==> src/satsc_pkg.sv <==
// ============================================================================
// satsc_pkg
// Shared types, codes and score arithmetic for the alignment tile scorer.
// ============================================================================
package satsc_pkg;

    // Default tile width in columns
    localparam int TILE_COLUMNS_DEF = 32;

    // Field widths
    localparam int SCORE_W   = 32;
    localparam int SUBST_W   = 7;
    localparam int RES_W     = 3;
    localparam int WIDTH_W   = 6;
    localparam int COL_W     = 5;
    localparam int PADDR_W   = 5;
    localparam int PDATA_W   = 32;

    // Register reset values
    localparam logic [WIDTH_W-1:0]        WIDTH_RST  = 6'd32;
    localparam logic signed [SUBST_W-1:0] MATCH_RST  = 7'sd2;
    localparam logic signed [SUBST_W-1:0] TRANS_RST  = -7'sd2;
    localparam logic signed [SUBST_W-1:0] TRANSV_RST = -7'sd4;
    localparam logic signed [SUBST_W-1:0] GAP_RST    = -7'sd1;

    // Saturation limits
    localparam logic signed [SCORE_W-1:0] SCORE_MAX = 32'sh7FFF_FFFF;
    localparam logic signed [SCORE_W-1:0] SCORE_MIN = 32'sh8000_0000;

    // Item operation codes
    typedef enum logic [1:0] {
        OP_LOAD   = 2'd0,
        OP_CORNER = 2'd1,
        OP_ROW    = 2'd2,
        OP_READ   = 2'd3
    } op_t;

    // Register indexes (byte address divided by four)
    typedef enum logic [2:0] {
        REG_WIDTH  = 3'd0,
        REG_MATCH  = 3'd1,
        REG_TRANS  = 3'd2,
        REG_TRANSV = 3'd3,
        REG_GAP    = 3'd4
    } reg_idx_t;

    // Residue codes
    localparam logic [RES_W-1:0] RES_GAP = 3'd0;
    localparam logic [RES_W-1:0] RES_A   = 3'd1;
    localparam logic [RES_W-1:0] RES_C   = 3'd2;
    localparam logic [RES_W-1:0] RES_G   = 3'd3;
    localparam logic [RES_W-1:0] RES_T   = 3'd4;

    // Control sequencer states
    typedef enum logic [1:0] {
        ST_IDLE,
        ST_ROW,
        ST_RESULT,
        ST_READ
    } state_t;

    // Wavefront token passed from cell to cell
    typedef struct packed {
        logic                        valid;
        logic [RES_W-1:0]            residue;
        logic signed [SCORE_W-1:0]   left;
        logic signed [SCORE_W-1:0]   diag;
    } token_t;

    // Column load request to one cell
    typedef struct packed {
        logic                        en;
        logic [RES_W-1:0]            residue;
        logic signed [SCORE_W-1:0]   score;
    } load_t;

    // Scoring registers as seen by the cells
    typedef struct packed {
        logic signed [SUBST_W-1:0]   match_s;
        logic signed [SUBST_W-1:0]   trans_s;
        logic signed [SUBST_W-1:0]   transv_s;
        logic signed [SUBST_W-1:0]   gap_s;
    } scoring_t;

    // Saturating add of a small signed score to a 32-bit score
    function automatic logic signed [SCORE_W-1:0] sat_add(
        input logic signed [SCORE_W-1:0] a,
        input logic signed [SUBST_W-1:0] b
    );
        logic signed [SCORE_W:0] sum;
        sum = {a[SCORE_W-1], a} + {{(SCORE_W-SUBST_W+1){b[SUBST_W-1]}}, b};
        if (sum[SCORE_W] != sum[SCORE_W-1])
            return sum[SCORE_W] ? SCORE_MIN : SCORE_MAX;
        return sum[SCORE_W-1:0];
    endfunction

    // Substitution score of two residue codes
    function automatic logic signed [SUBST_W-1:0] subst(
        input logic [RES_W-1:0] a,
        input logic [RES_W-1:0] b,
        input scoring_t         sc
    );
        if (a == RES_GAP || a > RES_T || b == RES_GAP || b > RES_T)
            return sc.gap_s;
        if (a == b)
            return sc.match_s;
        if ((a == RES_A && b == RES_G) || (a == RES_G && b == RES_A) ||
            (a == RES_C && b == RES_T) || (a == RES_T && b == RES_C))
            return sc.trans_s;
        return sc.transv_s;
    endfunction

endpackage

==> src/satsc_cell.sv <==
// ============================================================================
// satsc_cell
// One tile column: holds the column residue and running score, scores the
// wavefront token when it arrives and hands it on to the next column.
// ============================================================================
module satsc_cell (
    input  logic                                    clk,
    input  logic                                    rst_n,
    input  satsc_pkg::token_t                       tok_in,
    input  satsc_pkg::load_t                        ld,
    input  satsc_pkg::scoring_t                     sc,
    output satsc_pkg::token_t                       tok_out,
    output logic signed [satsc_pkg::SCORE_W-1:0]    score
);

    logic [satsc_pkg::RES_W-1:0]            cell_res_reg;
    logic signed [satsc_pkg::SCORE_W-1:0]   cell_score_reg;
    logic                                   tok_valid_reg;
    logic [satsc_pkg::RES_W-1:0]            tok_res_reg;
    logic signed [satsc_pkg::SCORE_W-1:0]   tok_left_reg;
    logic signed [satsc_pkg::SCORE_W-1:0]   tok_diag_reg;

    logic signed [satsc_pkg::SCORE_W-1:0]   diag_term;
    logic signed [satsc_pkg::SCORE_W-1:0]   left_term;
    logic signed [satsc_pkg::SCORE_W-1:0]   top_term;
    logic signed [satsc_pkg::SCORE_W-1:0]   best_next;

    // Score this cell: best of diagonal, left and top moves
    always_comb
    begin
        diag_term = satsc_pkg::sat_add(tok_in.diag,
                        satsc_pkg::subst(tok_in.residue, cell_res_reg, sc));
        left_term = satsc_pkg::sat_add(tok_in.left, sc.gap_s);
        top_term  = satsc_pkg::sat_add(cell_score_reg, sc.gap_s);
        best_next = (left_term > top_term) ? left_term : top_term;
        if (diag_term > best_next)
            best_next = diag_term;
    end

    // Advance token valid
    always_ff @(posedge clk or negedge rst_n)
    begin
        if (!rst_n)
            tok_valid_reg <= 1'b0;
        else
            tok_valid_reg <= tok_in.valid;
    end

    // Update column state and hand the token on
    always_ff @(posedge clk)
    begin
        if (tok_in.valid)
        begin
            tok_res_reg    <= tok_in.residue;
            tok_left_reg   <= best_next;
            tok_diag_reg   <= cell_score_reg;
            cell_score_reg <= best_next;
        end
        else if (ld.en)
        begin
            cell_res_reg   <= ld.residue;
            cell_score_reg <= ld.score;
        end
    end

    assign tok_out.valid   = tok_valid_reg;
    assign tok_out.residue = tok_res_reg;
    assign tok_out.left    = tok_left_reg;
    assign tok_out.diag    = tok_diag_reg;
    assign score           = cell_score_reg;

endmodule

==> config.mk <==
export PLATFORM = sky130hd
export DESIGN_NAME = satsc_cell
export DESIGN_NICKNAME = d
export VERILOG_FILES = /design/src/satsc_pkg.sv /design/src/satsc_cell.sv
export SDC_FILE = /design/constraint.sdc
export NUM_CORES = 1
export LEC_CHECK = 0
export BUFFER_PORTS_ARGS = -buffer_cell sky130_fd_sc_hd__buf_2
export CAP_MARGIN = 20
export CORE_MARGIN = 4
export CORE_UTILIZATION = 50
export CTS_CLUSTER_DIAMETER = 40
export DETAILED_ROUTE_END_ITERATION = 12
export GPL_TIMING_DRIVEN = 0
export PLACE_DENSITY = 0.77
export SETUP_SLACK_MARGIN = 0.4
export SYNTH_ARGS = -nofsm -noshare
export SYNTH_HDL_FRONTEND = slang
export SYNTH_SLANG_ARGS = --single-unit
==> constraint.sdc <==
create_clock -name clk -period 11.6 [get_ports clk]
set_input_delay 1.74 -clock clk [delete_from_list [all_inputs] [get_ports clk]]
set_output_delay 1.74 -clock clk [all_outputs]
set_load 0.005 [all_outputs]
After elaboration in Yosys (flattened, before gate mapping)
Index checks and enable logic that the tools add are counted.

Equal/unequal tests: 12. Order comparisons: 4. Mux-type cells: 28. Add/sub/neg operators: 3. Reductions and logical operators: 14. Bitwise operators: 1.

Operators with widths (number): $mux 32 (13); $add 32x7->33 (3); $gt 32x32->1 (2); $mux 7 (6); $eq 3x2->1 const B (4); $mux 1 (9); $eq 3x1->1 const B (2); $eq 3x3->1 const B (2); $gt 3x3->1 const B (2); $logic_not 3->1 (2); $logic_or 1x1->1 (6); $logic_and 1x1->1 (4); $eq 3x3->1 (1); $ne 1x1->1 (3); $reduce_and 2->1 (1); $reduce_bool 2->1 (1); $not 1->1 (1).

Bits of input ports: 134. Flip-flop bits (word level): 103. Word-level logic and storage cells: 68. Output and inout port bits: 100.

Logic depth before layout (Yosys ltp)
Depth in word-level cells: 18. Gate-level depth with buffers: 41. Gate-level depth less buffers: 35.

Worst setup path before layout
OpenSTA, ideal clock, no wires.

Path type: input to register. From: input port sc[6] (netlist name). To: register cell_score_reg, in the netlist score[8] (data pin). Arrival: 9.663 ns. Data required time: 11.340 ns. Cell stages on the path: 39. Library setup time: 0.260 ns. Path slack: 1.677 ns. Path buffers: 7. Cells stage by stage: ha_1 > clkbuf_1 > a211oi_1 > o21bai_1 > o22ai_1 > o31ai_1 > a21o_1 > a21oi_1 > o21bai_1 > a21o_1 > xnor2_1 > ha_1 > inv_1 > clkbuf_1 > clkbuf_1 > o311ai_0 > and3_1 > ha_1 > (+3 left out) > o21ai_0 > a211oi_2 > mux2i_4 > buf_4 > buf_2 > clkbuf_1 > o21ai_0 > ha_1 > a211o_1 > o211ai_1 > a21oi_1 > o21ai_0 > o211ai_1 > a31oi_1 > or2_2 > clkbuf_1 > mux2_2 > mux2_2.

Longest elaborated chain between the ends: 13. Elaborated cells between the ends (all ways): 29. Those cells by class: add/sub: 3; order compare: 2; eq/ne: 3; mux: 21.

Ends and longest elaborated chain: from (decl) (line satsc_cell.sv:11) `input satsc_pkg::scoring_t sc,`; branches (longest 11 deep; another with $add 32x7->33); $mux 32 * (line satsc_cell.sv:36) `if (diag_term > best_next)`; net best_next, one bit (line satsc_cell.sv:26) `logic signed [satsc_pkg::SCORE_W-1:0] best_next;`; $mux 32 * (line satsc_cell.sv:52) `if (tok_in.valid)`; to (signal assigned) (line satsc_cell.sv:57) `cell_score_reg <= best_next;`; to (signal assigned) (line satsc_cell.sv:62) `cell_score_reg <= ld.score;`; to (decl) (line satsc_cell.sv:17) `logic signed [satsc_pkg::SCORE_W-1:0] cell_score_reg;`.

Mark *: on every way through the listed nets, which the timed path passes. The select of a mux whose other input is x is not followed. A chain may end at the register's enable or synchronous reset.

Worst setup path in the final report
From: input port sc[6] (netlist name). To: register tok_left_reg[16] (netlist name) (data pin).

Longest elaborated chain between the ends: 12. Elaborated cells between the ends (all ways): 28. Those cells by class: add/sub: 3; order compare: 2; eq/ne: 3; mux: 20.

Ends and longest elaborated chain: branches (longest 11 deep; another with $add 32x7->33); $mux 32 * (line satsc_cell.sv:36); net best_next, one bit (line satsc_cell.sv:26); to (signal assigned) (line satsc_cell.sv:55) `tok_left_reg <= best_next;`; to (decl) (line satsc_cell.sv:20) `logic signed [satsc_pkg::SCORE_W-1:0] tok_left_reg;`.

Marked as above.

==> results.rst <==
.. list-table::
   :header-rows: 1

   * - Metric
     - Value
   * - Synthesized-area fraction occupied by xor and xnor cells
     - 5.13%
   * - RSZ-0062 raised after global routing
     - false
   * - Result of the run
     - completed
   * - Share of flip-flops with an asynchronous set or reset after synthesis
     - 0.971%
   * - Final GP Congestion
     - 0.968
   * - Data arrival time of the worst path
     - 10.94 ns
   * - Count of nets after finishing
     - 2,107
   * - Proportion of netlist area held by the largest area contributor
     - 23.3%
   * - Antenna diode instance count
     - 0
   * - I/O pin cnt
     - 234
   * - Detailed-route wire length per cell
     - 21.6 µm
   * - Post-synthesis sequential element count
     - 103
   * - Post-Synthesis Mean Instance Area
     - 8.43 µm²
   * - Warning count from the yosys run
     - 0
   * - CTS tree
     - yes
   * - Clock latency of the later-clocked register in the worst-skew pair
     - 0.38 ns
   * - Synthesis-to-finish area growth
     - 15.5%
   * - Cells after synthesis
     - 1,560
   * - Buffers and inverters on the worst path
     - 10
   * - Number of filler cells placed in the layout
     - 2,431
   * - Total vias in the final route
     - 13,700
   * - Cell type group with the largest total delay on the critical path
     - buffers and inverters
   * - Leading cell types in the layout, fill and taps excluded
     - buf_2 (251), ha_1 (164), a21oi_1 (151)
   * - Horiz. Die Dim
     - 170 µm
   * - Highest-utilization routing layer at the global route stage
     - met2
   * - Max-capacitance violation count
     - 0
   * - Count of final hold-check violations
     - 0
   * - Root Driver
     - clkbuf_16
   * - Detailed-route vias per instance
     - 6.38
   * - Highest Clock Rate
     - 92.7 MHz
   * - Multiplexer fraction of the synthesized cell area
     - 5.08%
   * - Hold-fix buffers at CTS
     - 0
   * - Number of core rows
     - 59
   * - Total track usage
     - 30.4%
   * - Initial DRC Count
     - 1,238
   * - Setup skew after layout
     - 0.0205 ns
   * - Startpoint type of the worst setup path
     - primary input
   * - Post-synth EDFFs
     - 102
   * - Clock transition time at the flip-flop clock pins of the worst setup and hold paths
     - 0.09 ns
   * - GR Layer Usage met3
     - 4.09%
   * - Critical-path maximum fanout
     - 53
   * - Max Root-Sink Buffers
     - 2
   * - Max_slew headroom
     - 35.1%
   * - Clock period minus worst slack
     - 10.79 ns
   * - Worst setup margin
     - 0.810 ns
   * - Gr ovfl total
     - 0
   * - Initial core utilization
     - 50.6%
   * - Area enclosed by the die boundary
     - 29,000 µm²
   * - Period utilization
     - 93.0%
   * - Unique cell type count in the Yosys netlist
     - 91
   * - Largest family of logic cells by synthesized area
     - compound AO/OA/AOI/OAI gates
   * - Drt drc
     - 0
   * - Final setup fails
     - 0
   * - Max incr delay on CP
     - 0.45 ns
   * - Type of element capturing the critical path
     - flop
   * - Minimum setup slack after placement
     - -1.96 ns
   * - Most common cell after layout, fill and taps aside
     - buf_2
   * - Clk sink count
     - 103
   * - DP HPWL
     - 37,600 µm
   * - Transition time at the pin with the least slew margin
     - 0.960 ns
   * - Post-synthesis cell type with the largest combined area
     - edfxtp_1
   * - Total clock buffers created by CTS
     - 9
   * - Count of buffers from port buffering
     - 233
   * - Vert. Die Dim
     - 170 µm
   * - Path category of the worst min-delay check
     - flop to flop
   * - Area share of fa/ha/maj cells after synthesis
     - 16.4%
   * - Overall routed net length
     - 46,300 µm
   * - Compound-cell area share of the yosys netlist
     - 29.1%
   * - Maximum number of pins on one net before global-route repair
     - 70
   * - Pins Over Slew Limit
     - 0
   * - Post-synth design cell area
     - 13,100 µm²
   * - CP dominant cell by count
     - ha_1
   * - Initial antenna violation count
     - 0
   * - CP required
     - 11.75 ns
   * - Share of synthesized cell area in and, or, nand and nor gates
     - 16.1%
   * - Seq/Total Area, Yosys
     - 23.5%
   * - Setup CP Type
     - primary input to flop
   * - Placeable core area
     - 26,000 µm²
   * - Dominant cells by area after synthesis
     - edfxtp_1 (23%), ha_1 (16%), a21oi_1 (5.8%), o21ai_0 (4.2%), nor2_1 (3.4%)
   * - Met2 track demand over resource in global routing
     - 49.5%
   * - Vias in the first global route
     - 12,600
   * - GRT met1 Usage
     - 41.2%
   * - Synth Flop Type
     - edfxtp_1
   * - Share of post-route cells with drive strength above 1
     - 21.0%
   * - Post-Synthesis Net Count
     - 1,861
   * - Antenna-violating nets left
     - 0
   * - Global-route wire length before repair
     - 69,400 µm
   * - H-tree levels
     - 3
   * - Library cell contributing the largest single delay on the critical path
     - clkbuf_1
   * - Number of iterations in the first detailed-routing pass
     - 9
-- final timing paths --
check                                from                to  slack (ns)  depth (start not counted)
worst max-delay path                sc[6]  tok_left_reg[16]        0.81                         40
worst min-delay path            score[27]  tok_diag_reg[27]        0.49                          0
worst max register to register   score[3]  tok_left_reg[16]        1.89                         38
worst min register to register  score[27]  tok_diag_reg[27]        0.49                          0
max in group asynchronous           rst_n     tok_valid_reg       10.39                          1
min in group asynchronous           rst_n     tok_valid_reg        1.13                          1
-- per-stage QoR --
stage	cell area, µm²	utilization [%]	cells	setup TNS (ns)	hold slack (ns)
2_1_floorplan	13100	-	1560	0	0.480
3_3_place_gp	14700	56.7	2128	-79.19	0.466
3_5_place_dp	14700	56.7	2129	-94.49	0.471
4_1_cts	15100	58.2	2146	0	0.489
5_1_grt	15200	58.4	2146	0	0.503
6_report	15200	58.4	2146	0	0.489
-- cells in the mapped netlist (7+ instances only) --
cell type  count
nor2b_1       13
a211oi_1      24
xnor2_1       43
and2_1        12
nor3_1        24
a21oi_1      152
o21ai_0      110
edfxtp_1     102
a211o_1       11
o21bai_1      12
o21a_1        19
o211ai_1      44
xor2_1        34
nand2b_1      11
a21o_1        52
o221ai_1      12
nand4_1       31
nor2_1       119
mux2i_1       30
nand2_1      115
o31ai_1        7
o2111ai_1      8
clkbuf_1      47
buf_2         20
and3_1        17
mux2_2        24
inv_1         63
ha_1         164
a31oi_1       32
or2_2         13
nor4_1        11
nand3_1       37
-- what timing repair did --
action                                 4_1_cts  5_1_grt
pin swaps                                    0        1
setup endpoints to repair                   64       61
endpoints found under the hold margin        0        0
gates resized for setup                     19       23
buffers inserted                             1        0
-- logic make-up (layout without fill, tap and decap cells) --
kind of cell | Yosys count | after routing
and+or+nand+nor | 434 | 434
muxes | 59 | 59
buffers and inverters | 144 | 395
xor gates and xnor gates | 77 | 77
adders and majority gates | 171 | 171
DFF | 103 | 103
AOI/OAI and AO/OA | 572 | 572
-- per-layer routing --
metal,up-vias,wire (µm)
met4,0,2110
met3,128,3980
met5,-,0
met1,6436,19600
li1,6480,-
met2,656,20600
-- layout make-up --
cell class                 count  area, µm²  area share, %
buffer                        80        408           2.69
sequential                   103       3090           20.3
timing repair buffer         235       1200           7.88
tap                          335        419           2.76
multi-input combinational   1313       9520           62.7
clock inverter                 7       83.8          0.552
inverter                      64        245           1.62
clock buffer                   9        225           1.48
Power is not shown: default switching activity piles up to over one toggle a cycle in this logic, so the estimate is an artifact.
